$ cat config.mk
export PLATFORM = sky130hd
export DESIGN_NAME = json_syntax_validator_top
export DESIGN_NICKNAME = d
export VERILOG_FILES = /design/src/hw/rtl/jsv_pkg.sv /design/src/hw/rtl/json_syntax_validator_top.sv
export SDC_FILE = /design/constraint.sdc
export NUM_CORES = 1
export LEC_CHECK = 0
export BUFFER_PORTS_ARGS = -buffer_cell sky130_fd_sc_hd__buf_2
export CAP_MARGIN = 15
export CORE_UTILIZATION = 40
export DETAILED_ROUTE_END_ITERATION = 12
export PLACE_DENSITY = 0.53
export RECOVER_POWER = 100
export SLEW_MARGIN = 25
export SYNTH_ARGS = -nofsm -noshare
export SYNTH_HDL_FRONTEND = slang
export SYNTH_SLANG_ARGS = --single-unit
$ cat constraint.sdc
create_clock -name i_clk -period 8.67 [get_ports i_clk]
set_input_delay 1.3005 -clock i_clk [delete_from_list [all_inputs] [get_ports i_clk]]
set_output_delay 1.3005 -clock i_clk [all_outputs]
set_load 0.02 [all_outputs]
$ cat src/hw/rtl/jsv_pkg.sv
// Shared types, character codes and error codes for the JSON syntax validator.
// No dependencies; the validator top level refers to this package by scoped names.

package jsv_pkg;

    // Lexer modes, one-hot
    typedef enum logic [11:0] {
        MODE_TOP     = 12'b0000_0000_0001,
        MODE_ARR     = 12'b0000_0000_0010,
        MODE_OBJ     = 12'b0000_0000_0100,
        MODE_KEY     = 12'b0000_0000_1000,
        MODE_KEY_ESC = 12'b0000_0001_0000,
        MODE_COLON   = 12'b0000_0010_0000,
        MODE_MEMBER  = 12'b0000_0100_0000,
        MODE_STR     = 12'b0000_1000_0000,
        MODE_STR_ESC = 12'b0001_0000_0000,
        MODE_LIT     = 12'b0010_0000_0000,
        MODE_NUM     = 12'b0100_0000_0000,
        MODE_AFTER   = 12'b1000_0000_0000
    } t_mode;

    typedef logic [3:0] t_err;

    localparam t_err ERR_OK         = 4'd0;
    localparam t_err ERR_BAD_CHAR   = 4'd1;
    localparam t_err ERR_MANY_MAINS = 4'd2;
    localparam t_err ERR_OPEN_QUOTE = 4'd3;
    localparam t_err ERR_NO_COLON   = 4'd4;
    localparam t_err ERR_NO_VALUE   = 4'd5;
    localparam t_err ERR_NO_BRACKET = 4'd6;
    localparam t_err ERR_NO_BRACE   = 4'd7;
    localparam t_err ERR_BAD_TERM   = 4'd8;
    localparam t_err ERR_TWO_DOTS   = 4'd9;
    localparam t_err ERR_NO_FRAC    = 4'd10;
    localparam t_err ERR_TOO_DEEP   = 4'd11;

    // Container kinds held on the nesting stack
    localparam logic KIND_ARR = 1'b0;
    localparam logic KIND_OBJ = 1'b1;

    // Literal kinds
    localparam logic [1:0] LIT_FALSE = 2'd0;
    localparam logic [1:0] LIT_TRUE  = 2'd1;
    localparam logic [1:0] LIT_NULL  = 2'd2;

    localparam logic [7:0] CH_NUL    = 8'h00;
    localparam logic [7:0] CH_TAB    = 8'h09;
    localparam logic [7:0] CH_LF     = 8'h0A;
    localparam logic [7:0] CH_CR     = 8'h0D;
    localparam logic [7:0] CH_SPACE  = 8'h20;
    localparam logic [7:0] CH_QUOTE  = 8'h22;
    localparam logic [7:0] CH_COMMA  = 8'h2C;
    localparam logic [7:0] CH_DOT    = 8'h2E;
    localparam logic [7:0] CH_ZERO   = 8'h30;
    localparam logic [7:0] CH_NINE   = 8'h39;
    localparam logic [7:0] CH_COLON  = 8'h3A;
    localparam logic [7:0] CH_LBRACK = 8'h5B;
    localparam logic [7:0] CH_BSLASH = 8'h5C;
    localparam logic [7:0] CH_RBRACK = 8'h5D;
    localparam logic [7:0] CH_LOW_F  = 8'h66;
    localparam logic [7:0] CH_LOW_N  = 8'h6E;
    localparam logic [7:0] CH_LOW_T  = 8'h74;
    localparam logic [7:0] CH_LBRACE = 8'h7B;
    localparam logic [7:0] CH_RBRACE = 8'h7D;

    function automatic logic is_space(input logic [7:0] c);
        return (c == CH_SPACE) || (c == CH_TAB) || (c == CH_LF) || (c == CH_CR);
    endfunction

    function automatic logic is_digit(input logic [7:0] c);
        return (c >= CH_ZERO) && (c <= CH_NINE);
    endfunction

    // Length of a literal; an unused kind code maps to false
    function automatic logic [2:0] lit_len(input logic [1:0] kind);
        logic [2:0] len;
        case (kind)
            LIT_TRUE: len = 3'd4;
            LIT_NULL: len = 3'd4;
            default:  len = 3'd5;
        endcase
        return len;
    endfunction

    // Expected character of a literal at a position
    function automatic logic [7:0] lit_char(input logic [1:0] kind, input logic [2:0] pos);
        logic [7:0] ch;
        case (kind)
            LIT_TRUE: begin
                case (pos)
                    3'd0:    ch = "t";
                    3'd1:    ch = "r";
                    3'd2:    ch = "u";
                    3'd3:    ch = "e";
                    default: ch = CH_NUL;
                endcase
            end
            LIT_NULL: begin
                case (pos)
                    3'd0:    ch = "n";
                    3'd1:    ch = "u";
                    3'd2:    ch = "l";
                    3'd3:    ch = "l";
                    default: ch = CH_NUL;
                endcase
            end
            default: begin
                case (pos)
                    3'd0:    ch = "f";
                    3'd1:    ch = "a";
                    3'd2:    ch = "l";
                    3'd3:    ch = "s";
                    3'd4:    ch = "e";
                    default: ch = CH_NUL;
                endcase
            end
        endcase
        return ch;
    endfunction

endpackage

$ cat src/hw/rtl/json_syntax_validator_top.sv
// A result is loaded into the result register as the final byte moves out of the input register;
// that byte waits in the input register while the result register still holds an unread result.
// Throughput: one document byte per cycle, set by the lexer state update, except while a final byte waits.
// Reset: synchronous, active low; clears lexer state, depth and handshake flags. The nesting
// stack memory is not cleared and needs no clearing pass.
// Top level of the JSON syntax validator; depends on jsv_pkg.

module json_syntax_validator_top #(
    parameter int MAX_DEPTH = 64
) (
    input  logic       i_clk,
    input  logic       i_rst_n,
    // Input bytes
    input  logic       i_s_axis_tvalid,
    output logic       o_s_axis_tready,
    input  logic [7:0] i_s_axis_tdata,   // [7:0] data_byte
    input  logic       i_s_axis_tlast,   // last_byte
    // Results
    output logic       o_m_axis_tvalid,
    input  logic       i_m_axis_tready,
    output logic [7:0] o_m_axis_tdata    // [3:0] error_code, [5:4] top_values, [7:6] zero
);

    // Depth counter holds 0..MAX_DEPTH; stack address covers the entries below the top
    localparam int DW    = $clog2(MAX_DEPTH + 1);
    localparam int AW    = (MAX_DEPTH > 1) ? $clog2(MAX_DEPTH) : 1;
    localparam int MEM_N = 2 ** AW;

    // ------------------------------------------------------------------
    // Input register
    // ------------------------------------------------------------------
    logic       r_in_valid;
    logic [7:0] r_in_byte;
    logic       r_in_last;
    logic       r_out_valid;
    logic [3:0] r_out_err;
    logic [1:0] r_out_mains;

    logic w_adv;   // the held byte is processed this cycle
    logic w_take;  // an input item is accepted

    // A final byte needs room in the result register; other bytes always advance
    assign w_adv  = r_in_valid && (!r_in_last || !r_out_valid || i_m_axis_tready);
    assign o_s_axis_tready = !r_in_valid || w_adv;
    assign w_take = i_s_axis_tvalid && o_s_axis_tready;

    always_ff @(posedge i_clk) begin
        if (!i_rst_n) begin
            r_in_valid <= 1'b0;
        end else if (w_take) begin
            r_in_valid <= 1'b1;
        end else if (w_adv) begin
            r_in_valid <= 1'b0;
        end
    end

    always_ff @(posedge i_clk) begin
        if (w_take) begin
            r_in_byte <= i_s_axis_tdata;
            r_in_last <= i_s_axis_tlast;
        end
    end

    // ------------------------------------------------------------------
    // Lexer state
    // ------------------------------------------------------------------
    jsv_pkg::t_mode r_mode, n_mode;
    logic [DW-1:0]  r_depth, n_depth;
    logic [2:0]     r_lpos, n_lpos;
    logic [1:0]     r_lkind, n_lkind;
    logic [1:0]     r_nflags, n_nflags;   // bit 0 dot seen, bit 1 digit after dot
    jsv_pkg::t_err  r_err, n_err;
    logic [1:0]     r_mains, n_mains;
    logic           r_ended, n_ended;

    // Nesting stack: r_top is the innermost kind, r_below the one under it,
    // the memory holds everything below the top
    logic           r_top;
    logic           r_below;
    logic           n_top;
    logic           mem_kind [MEM_N];

    logic           push;
    logic           push_kind;
    logic           pop;
    logic           go;
    logic [AW-1:0]  rd_addr;
    logic [AW-1:0]  wr_addr;
    logic [DW-1:0]  depth_m2;
    logic [DW-1:0]  depth_m1;
    jsv_pkg::t_mode ctx_mode;
    logic [7:0]     c;

    assign c = r_in_byte;

    // Mode to return to after a value, from the container that encloses it
    always_comb begin
        if (r_depth == '0) begin
            ctx_mode = jsv_pkg::MODE_TOP;
        end else if (r_top == jsv_pkg::KIND_OBJ) begin
            ctx_mode = jsv_pkg::MODE_OBJ;
        end else begin
            ctx_mode = jsv_pkg::MODE_ARR;
        end
    end

    // One byte may pass through up to three modes: a number ends, the closer
    // is seen after it, then the enclosing container consumes the closer
    always_comb begin
        n_mode    = r_mode;
        n_depth   = r_depth;
        n_lpos    = r_lpos;
        n_lkind   = r_lkind;
        n_nflags  = r_nflags;
        n_err     = r_err;
        n_mains   = r_mains;
        n_ended   = r_ended;
        push      = 1'b0;
        push_kind = jsv_pkg::KIND_ARR;
        pop       = 1'b0;
        go        = (c != jsv_pkg::CH_NUL) && !r_ended;

        for (int i = 0; i < 3; i++) begin
            if (go && (n_err == jsv_pkg::ERR_OK)) begin
                go = 1'b0;
                case (n_mode)
                    jsv_pkg::MODE_TOP, jsv_pkg::MODE_ARR, jsv_pkg::MODE_MEMBER: begin
                        if (jsv_pkg::is_space(c)) begin
                            // skip whitespace
                        end else if ((n_mode == jsv_pkg::MODE_TOP) &&
                                     ((c == jsv_pkg::CH_RBRACK) || (c == jsv_pkg::CH_RBRACE))) begin
                            n_err = jsv_pkg::ERR_BAD_TERM;
                        end else if ((n_mode == jsv_pkg::MODE_ARR) &&
                                     (c == jsv_pkg::CH_RBRACK)) begin
                            pop     = 1'b1;
                            n_depth = (n_depth != '0) ? n_depth - 1'b1 : n_depth;
                            n_mode  = jsv_pkg::MODE_AFTER;
                        end else if ((n_mode == jsv_pkg::MODE_ARR) &&
                                     (c == jsv_pkg::CH_RBRACE)) begin
                            n_err = jsv_pkg::ERR_BAD_TERM;
                        end else begin
                            // Count a top-level value, then start the value
                            if ((n_mode == jsv_pkg::MODE_TOP) && (n_mains < 2'd2)) begin
                                n_mains = n_mains + 2'd1;
                            end
                            if ((c == jsv_pkg::CH_LBRACE) || (c == jsv_pkg::CH_LBRACK)) begin
                                if (n_depth >= DW'(MAX_DEPTH)) begin
                                    n_err = jsv_pkg::ERR_TOO_DEEP;
                                end else begin
                                    push      = 1'b1;
                                    push_kind = (c == jsv_pkg::CH_LBRACE) ?
                                                jsv_pkg::KIND_OBJ : jsv_pkg::KIND_ARR;
                                    n_depth   = n_depth + 1'b1;
                                    n_mode    = (c == jsv_pkg::CH_LBRACE) ?
                                                jsv_pkg::MODE_OBJ : jsv_pkg::MODE_ARR;
                                end
                            end else if (c == jsv_pkg::CH_QUOTE) begin
                                n_mode = jsv_pkg::MODE_STR;
                            end else if ((c == jsv_pkg::CH_LOW_F) || (c == jsv_pkg::CH_LOW_T) ||
                                         (c == jsv_pkg::CH_LOW_N)) begin
                                n_lkind = (c == jsv_pkg::CH_LOW_F) ? jsv_pkg::LIT_FALSE :
                                          (c == jsv_pkg::CH_LOW_T) ? jsv_pkg::LIT_TRUE :
                                                                     jsv_pkg::LIT_NULL;
                                n_lpos  = 3'd1;
                                n_mode  = jsv_pkg::MODE_LIT;
                            end else if (jsv_pkg::is_digit(c)) begin
                                n_nflags = 2'b00;
                                n_mode   = jsv_pkg::MODE_NUM;
                            end else if ((c == jsv_pkg::CH_RBRACK) ||
                                         (c == jsv_pkg::CH_RBRACE)) begin
                                n_err = jsv_pkg::ERR_NO_VALUE;
                            end else begin
                                n_err = jsv_pkg::ERR_BAD_CHAR;
                            end
                        end
                    end
                    jsv_pkg::MODE_OBJ: begin
                        if (jsv_pkg::is_space(c)) begin
                            // skip whitespace
                        end else if (c == jsv_pkg::CH_RBRACE) begin
                            pop     = 1'b1;
                            n_depth = (n_depth != '0) ? n_depth - 1'b1 : n_depth;
                            n_mode  = jsv_pkg::MODE_AFTER;
                        end else if (c == jsv_pkg::CH_QUOTE) begin
                            n_mode = jsv_pkg::MODE_KEY;
                        end else begin
                            n_err = jsv_pkg::ERR_BAD_CHAR;
                        end
                    end
                    jsv_pkg::MODE_KEY: begin
                        if (c == jsv_pkg::CH_BSLASH) begin
                            n_mode = jsv_pkg::MODE_KEY_ESC;
                        end else if (c == jsv_pkg::CH_QUOTE) begin
                            n_mode = jsv_pkg::MODE_COLON;
                        end
                    end
                    jsv_pkg::MODE_KEY_ESC: begin
                        n_mode = jsv_pkg::MODE_KEY;
                    end
                    jsv_pkg::MODE_COLON: begin
                        if (c == jsv_pkg::CH_COLON) begin
                            n_mode = jsv_pkg::MODE_MEMBER;
                        end else if (!jsv_pkg::is_space(c)) begin
                            n_err = jsv_pkg::ERR_BAD_CHAR;
                        end
                    end
                    jsv_pkg::MODE_STR: begin
                        if (c == jsv_pkg::CH_BSLASH) begin
                            n_mode = jsv_pkg::MODE_STR_ESC;
                        end else if (c == jsv_pkg::CH_QUOTE) begin
                            n_mode = jsv_pkg::MODE_AFTER;
                        end
                    end
                    jsv_pkg::MODE_STR_ESC: begin
                        n_mode = jsv_pkg::MODE_STR;
                    end
                    jsv_pkg::MODE_LIT: begin
                        if ((n_lpos < jsv_pkg::lit_len(n_lkind)) &&
                            (c == jsv_pkg::lit_char(n_lkind, n_lpos))) begin
                            n_lpos = n_lpos + 3'd1;
                            if (n_lpos >= jsv_pkg::lit_len(n_lkind)) begin
                                n_mode = jsv_pkg::MODE_AFTER;
                            end
                        end else begin
                            n_err = jsv_pkg::ERR_BAD_CHAR;
                        end
                    end
                    jsv_pkg::MODE_NUM: begin
                        if (jsv_pkg::is_digit(c)) begin
                            if (n_nflags[0]) begin
                                n_nflags[1] = 1'b1;
                            end
                        end else if (c == jsv_pkg::CH_DOT) begin
                            if (n_nflags[0]) begin
                                n_err = jsv_pkg::ERR_TWO_DOTS;
                            end else begin
                                n_nflags[0] = 1'b1;
                            end
                        end else begin
                            // Number ends; hand the byte on to the after-value mode
                            if (n_nflags[0] && !n_nflags[1]) begin
                                n_err = jsv_pkg::ERR_NO_FRAC;
                            end
                            n_mode = jsv_pkg::MODE_AFTER;
                            go     = 1'b1;
                        end
                    end
                    jsv_pkg::MODE_AFTER: begin
                        if (jsv_pkg::is_space(c)) begin
                            // skip whitespace
                        end else if (c == jsv_pkg::CH_COMMA) begin
                            n_mode = ctx_mode;
                        end else if ((c == jsv_pkg::CH_RBRACK) || (c == jsv_pkg::CH_RBRACE)) begin
                            // Let the enclosing container see the closer
                            n_mode = ctx_mode;
                            go     = 1'b1;
                        end else begin
                            n_err = jsv_pkg::ERR_BAD_TERM;
                        end
                    end
                    default: begin
                        n_mode = ctx_mode;
                        go     = 1'b1;
                    end
                endcase
            end
        end

        // Innermost kind after this byte's push or pop
        n_top = push ? push_kind : (pop ? r_below : r_top);

        // End of text: a NUL byte, or the final byte when no NUL came first
        if (!r_ended && ((c == jsv_pkg::CH_NUL) || r_in_last)) begin
            n_ended = 1'b1;
            if (n_err == jsv_pkg::ERR_OK) begin
                case (n_mode)
                    jsv_pkg::MODE_STR, jsv_pkg::MODE_STR_ESC,
                    jsv_pkg::MODE_KEY, jsv_pkg::MODE_KEY_ESC: begin
                        n_err = jsv_pkg::ERR_OPEN_QUOTE;
                    end
                    jsv_pkg::MODE_LIT: begin
                        n_err = jsv_pkg::ERR_BAD_CHAR;
                    end
                    jsv_pkg::MODE_NUM: begin
                        if (n_nflags[0] && !n_nflags[1]) begin
                            n_err = jsv_pkg::ERR_NO_FRAC;
                        end
                    end
                    jsv_pkg::MODE_COLON: begin
                        n_err = jsv_pkg::ERR_NO_COLON;
                    end
                    default: begin
                    end
                endcase
                if ((n_err == jsv_pkg::ERR_OK) && (n_depth != '0)) begin
                    n_err = (n_top == jsv_pkg::KIND_OBJ) ?
                            jsv_pkg::ERR_NO_BRACE : jsv_pkg::ERR_NO_BRACKET;
                end
                if ((n_err == jsv_pkg::ERR_OK) && (n_mains > 2'd1)) begin
                    n_err = jsv_pkg::ERR_MANY_MAINS;
                end
            end
        end
    end

    // Advance the lexer; return to the reset state after each result
    always_ff @(posedge i_clk) begin
        if (!i_rst_n) begin
            r_mode   <= jsv_pkg::MODE_TOP;
            r_depth  <= '0;
            r_lpos   <= 3'd0;
            r_lkind  <= jsv_pkg::LIT_FALSE;
            r_nflags <= 2'b00;
            r_err    <= jsv_pkg::ERR_OK;
            r_mains  <= 2'd0;
            r_ended  <= 1'b0;
        end else if (w_adv) begin
            if (r_in_last) begin
                r_mode   <= jsv_pkg::MODE_TOP;
                r_depth  <= '0;
                r_lpos   <= 3'd0;
                r_lkind  <= jsv_pkg::LIT_FALSE;
                r_nflags <= 2'b00;
                r_err    <= jsv_pkg::ERR_OK;
                r_mains  <= 2'd0;
                r_ended  <= 1'b0;
            end else begin
                r_mode   <= n_mode;
                r_depth  <= n_depth;
                r_lpos   <= n_lpos;
                r_lkind  <= n_lkind;
                r_nflags <= n_nflags;
                r_err    <= n_err;
                r_mains  <= n_mains;
                r_ended  <= n_ended;
            end
        end
    end

    // ------------------------------------------------------------------
    // Nesting stack memory
    // ------------------------------------------------------------------
    assign depth_m1 = r_depth - 1'b1;
    assign depth_m2 = n_depth - DW'(2);
    assign wr_addr  = depth_m1[AW-1:0];
    assign rd_addr  = depth_m2[AW-1:0];

    // On a push, spill the old top into memory; keep r_below one entry under the top
    always_ff @(posedge i_clk) begin
        if (w_adv) begin
            if (push && (r_depth != '0)) begin
                mem_kind[wr_addr] <= r_top;
            end
            r_top   <= n_top;
            r_below <= push ? r_top : mem_kind[rd_addr];
        end
    end

    // ------------------------------------------------------------------
    // Result register
    // ------------------------------------------------------------------
    always_ff @(posedge i_clk) begin
        if (!i_rst_n) begin
            r_out_valid <= 1'b0;
        end else if (w_adv && r_in_last) begin
            r_out_valid <= 1'b1;
        end else if (i_m_axis_tready) begin
            r_out_valid <= 1'b0;
        end
    end

    always_ff @(posedge i_clk) begin
        if (w_adv && r_in_last) begin
            r_out_err   <= n_err;
            r_out_mains <= n_mains;
        end
    end

    assign o_m_axis_tvalid = r_out_valid;
    assign o_m_axis_tdata  = {2'b00, r_out_mains, r_out_err};

    // ------------------------------------------------------------------
    // Assertions
    // ------------------------------------------------------------------
    a_depth_bound: assert property (@(posedge i_clk) disable iff (!i_rst_n)
        r_depth <= DW'(MAX_DEPTH))
        else $error("nesting depth beyond MAX_DEPTH");

    a_err_sticky: assert property (@(posedge i_clk) disable iff (!i_rst_n)
        (r_err != jsv_pkg::ERR_OK) && !(w_adv && r_in_last) |=> r_err == $past(r_err))
        else $error("latched error changed inside a document");

    a_doc_restart: assert property (@(posedge i_clk) disable iff (!i_rst_n)
        w_adv && r_in_last |=> (r_depth == '0) && (r_mode == jsv_pkg::MODE_TOP) &&
                               (r_err == jsv_pkg::ERR_OK) && !r_ended)
        else $error("state not returned to start after a result");

    a_out_load: assert property (@(posedge i_clk) disable iff (!i_rst_n)
        w_adv && r_in_last |-> !r_out_valid || i_m_axis_tready)
        else $error("result register overwritten while holding a result");

endmodule
==> flow_summary.ini <==
[run_status]
status = finished, violations left
violations = max-capacitance violations, max-slew violations

[detailed_routing]
drt-wirelength-per-cell_um = 26.23
drcViolationCount = 0
antenna_left = 0
num_vias = 11970
first_pass_iters = 6
dr.first_iter.drc_count = 1442
viasPerCell = 6.671
wirelength_mm = 47.09

[sta]
hold_viol = 0
fin_skew_ns = 0.02005
drv_slew = 86
fin_tns_setup_ns = 0
setup_viol = 0
fmax_mhz = 121.7
fin_crit_sh_pct = 94.75
slew_headroom_pct = -9.390
layout_min_cycle_time_ns = 8.215
tightest_slew_ns = 1.641
rsz0062_at_grt = false

[final_layout]
syn_to_final_growth_pct = 11.90
final_util_pct = 45.86
seq_area_um2 = 3133
final_cell_mix = nor2_1 (185), nand2_1 (157), edfxtp_1 (81)
fin_nets = 1479
multi_input_area_um2 = 7463
layout_commonest_cell = nor2_1
fillCellCount = 2693
drive_above_1_share_pct = 11.62
antenna_cells = 0

[floorplanning]
io_pins = 23
start_util_pct = 40.98
die_h_um = 168.4
core_um2 = 27030
fp.dieArea_um2 = 28360
rows = 60
die_x_um = 168.4

[pwr]
p_leak_nw = 4.465
clock_power_share_pct = 34.0
p_int_mw = 1.364
p_sw_share_pct = 40.52
pwr_density_cell_nw_per_um2 = 185.0
pwr-share-seq_pct = 27.6
switchingPower_uw = 929.1
ir_drop_mv = 0.1016
comb_power_share_pct = 38.4

[run]
max-cap-violations = 3

[logic_synthesis]
yosysSeqAreaShare_pct = 28.29
synth_ff_type = edfxtp_1
synth-async-reset-ratio_pct = 0
synth_area_leaders = edfxtp_1 (22%), dfxtp_1 (6.3%), nor2_1 (6.2%)
synth.distinct_cells = 102
syn_area_um2 = 11080
synth.top_cell.area_share_pct = 21.96
syn_avg_cell_area_um2 = 7.827
synth_edf_count = 81
ys_warn_count = 0
netlist_instances = 1415
ys_ff_latch = 116
synth_area_leader_cell = edfxtp_1

[clock_tree]
numCtsBuffers = 17
cts_root_buf = clkbuf_16
ctsHoldBuffers = 0
clock_latency_ns = 0.44
ctsLongestPathBuffers = 2
post_cts_buffers = 0
clock_sinks = 116
cts_tree = yes
clkTransAtPathRegs_ns = 0.07
h-tree-depth = 4

[critical_path]
reg2reg_from = c[5]
crit_family = compound AO/OA/AOI/OAI gates
critPathSlowestCell = a311oi_1
crit_path_max_incr_delay_ns = 0.76
reg2reg_to = r_below
path_max_fanout = 26
critical_path_required_ns = 8.84
crit_buf_inv = 3
cp.arrival_ns = 8.39
ff2ff_setup_slack_ns = 0.46
start_kind = flip-flop
r2r_cells = 26
crit_top_cell = o211ai_1
critPathCaptureType = flip-flop
critPathKind = reg2reg

[min_path]
min_to = r_err[1]
min_from = r_err[1]
hold_path_class = reg2reg
whs_path_depth = 2

[global_routing]
grt_max_degree = 70
antenna_found_initial = 0
grt_use_total_pct = 33.23
grt_pass1_wl_mm = 70.59
grt_pass1_vias = 11320
overflow = 0

[placed_design]
numPortBuffers = 20
routabilityCongestion = 1.001
hpwlAfterDp_mm = 35.58
==> registers in the layout (all words and copies together), names as in the netlist, 2 cells and up <==
register / count
r_lpos: 3
r_mode: 12
r_depth: 7
r_nflags: 2
r_lkind: 2
c: 8
mem_kind: 64
r_out_err: 4
r_err: 4
r_out_mains: 2
r_mains: 2
==> final cells by class <==
class / instances / share of cell area [%]
multi-input cells: 1177 / 60.22
flip-flops and latches: 116 / 25.28
repair buffers: 94 / 4.997
well taps: 341 / 3.443
clock buffers: 17 / 3.433
clock inverters: 15 / 1.565
inverters: 35 / 1.060
==> stage by stage <==
step / total power, mW / area, um^2 / setup WS [ns] / hold slack, ns / std cells
floorplan: 1.194 / 11080 / 1.415 / 0.4435 / 1416
global placement: 1.505 / 11790 / 0.1824 / 0.4677 / 1763
detailed placement: 1.495 / 11800 / 0.5310 / 0.4751 / 1763
CTS: 2.276 / 12420 / 0.4561 / 0.4845 / 1795
global route: 2.376 / 12390 / 0.005547 / 0.4966 / 1795
finish: 2.293 / 12390 / 0.4551 / 0.4794 / 1795
==> synthesized netlist by cell type (14+ instances only) <==
master    instances
ha_1             25
xor2_1           15
o211ai_1         19
a211oi_1         20
and3_1           23
nor2b_1          26
mux2i_1          35
and2_1           27
nand2b_1         18
nor4_1           30
edfxtp_1         81
o21ai_0          62
buf_2            34
or4_1            19
dfxtp_1          35
a22oi_1          21
nor3_1           56
nand2_1         157
a31oi_1          22
clkbuf_1         48
nor2_1          184
or3_1            16
nand3_1          50
a21oi_1          56
inv_1            35
o22ai_1          14
nand4_1          36
==> timing repair <==
item                                    4_1_cts  5_1_grt
resized for setup                             0        8
endpoints found under the hold margin         0        0
endpoints found under the setup margin        0        1
==> layer usage <==
metal,GRT usage [%],vias up,wire [um]
met5,0,-,0
met4,16.13,0,2234
met3,5.477,144,4087
met2,53.36,690,21170
met1,43.30,5706,19600
li1,-,5434,-
==> logic make-up (layout without fill, tap and decap cells) <==
group,count (synthesis),in the layout,synth area share [%]
AO/OA/AOI/OAI,368,368,24.51
XOR/XNOR,29,29,2.429
adder cells (fa/ha/maj),25,25,2.824
buffers and inverters,123,161,4.790
flip-flops,116,116,28.29
multiplexers,38,38,3.468
other,1,2,0.03386
AND/OR/NAND/NOR,715,715,33.65
==> worst max path at each step <==
stage / start / end / cells after the start
after CTS: r_lpos[2] / r_below / 24
after global placement: r_lpos[2] / r_below / 26
final: c[5] / r_below / 26
after global routing: c[5] / r_below / 28
after detailed placement: r_lpos[2] / r_below / 24
after floorplan: c[5] / r_below / 32
==> worst reg2reg max path, delay by kind of cell, from the launching register on <==
family / cells / cell delay [ns]
adder cells (fa/ha/maj): 1 / 0.28
buffers and inverters: 3 / 0.77
flip-flops: 1 / 0.57
AND/OR/NAND/NOR: 6 / 2.40
AO/OA/AOI/OAI: 14 / 3.54
multiplexers: 2 / 0.41
==> power by group through the flow <==
stage | clock (mW) | combinational (mW) | sequential [mW]
final | 0.779 | 0.881 | 0.632
after global routing | 0.805 | 0.938 | 0.633
after CTS | 0.786 | 0.859 | 0.631
after detailed placement | 0 | 0.853 | 0.642
after global placement | 0 | 0.862 | 0.643
after floorplan | 0 | 0.559 | 0.636
No activity file was read; power rests on OpenSTA's default activity.
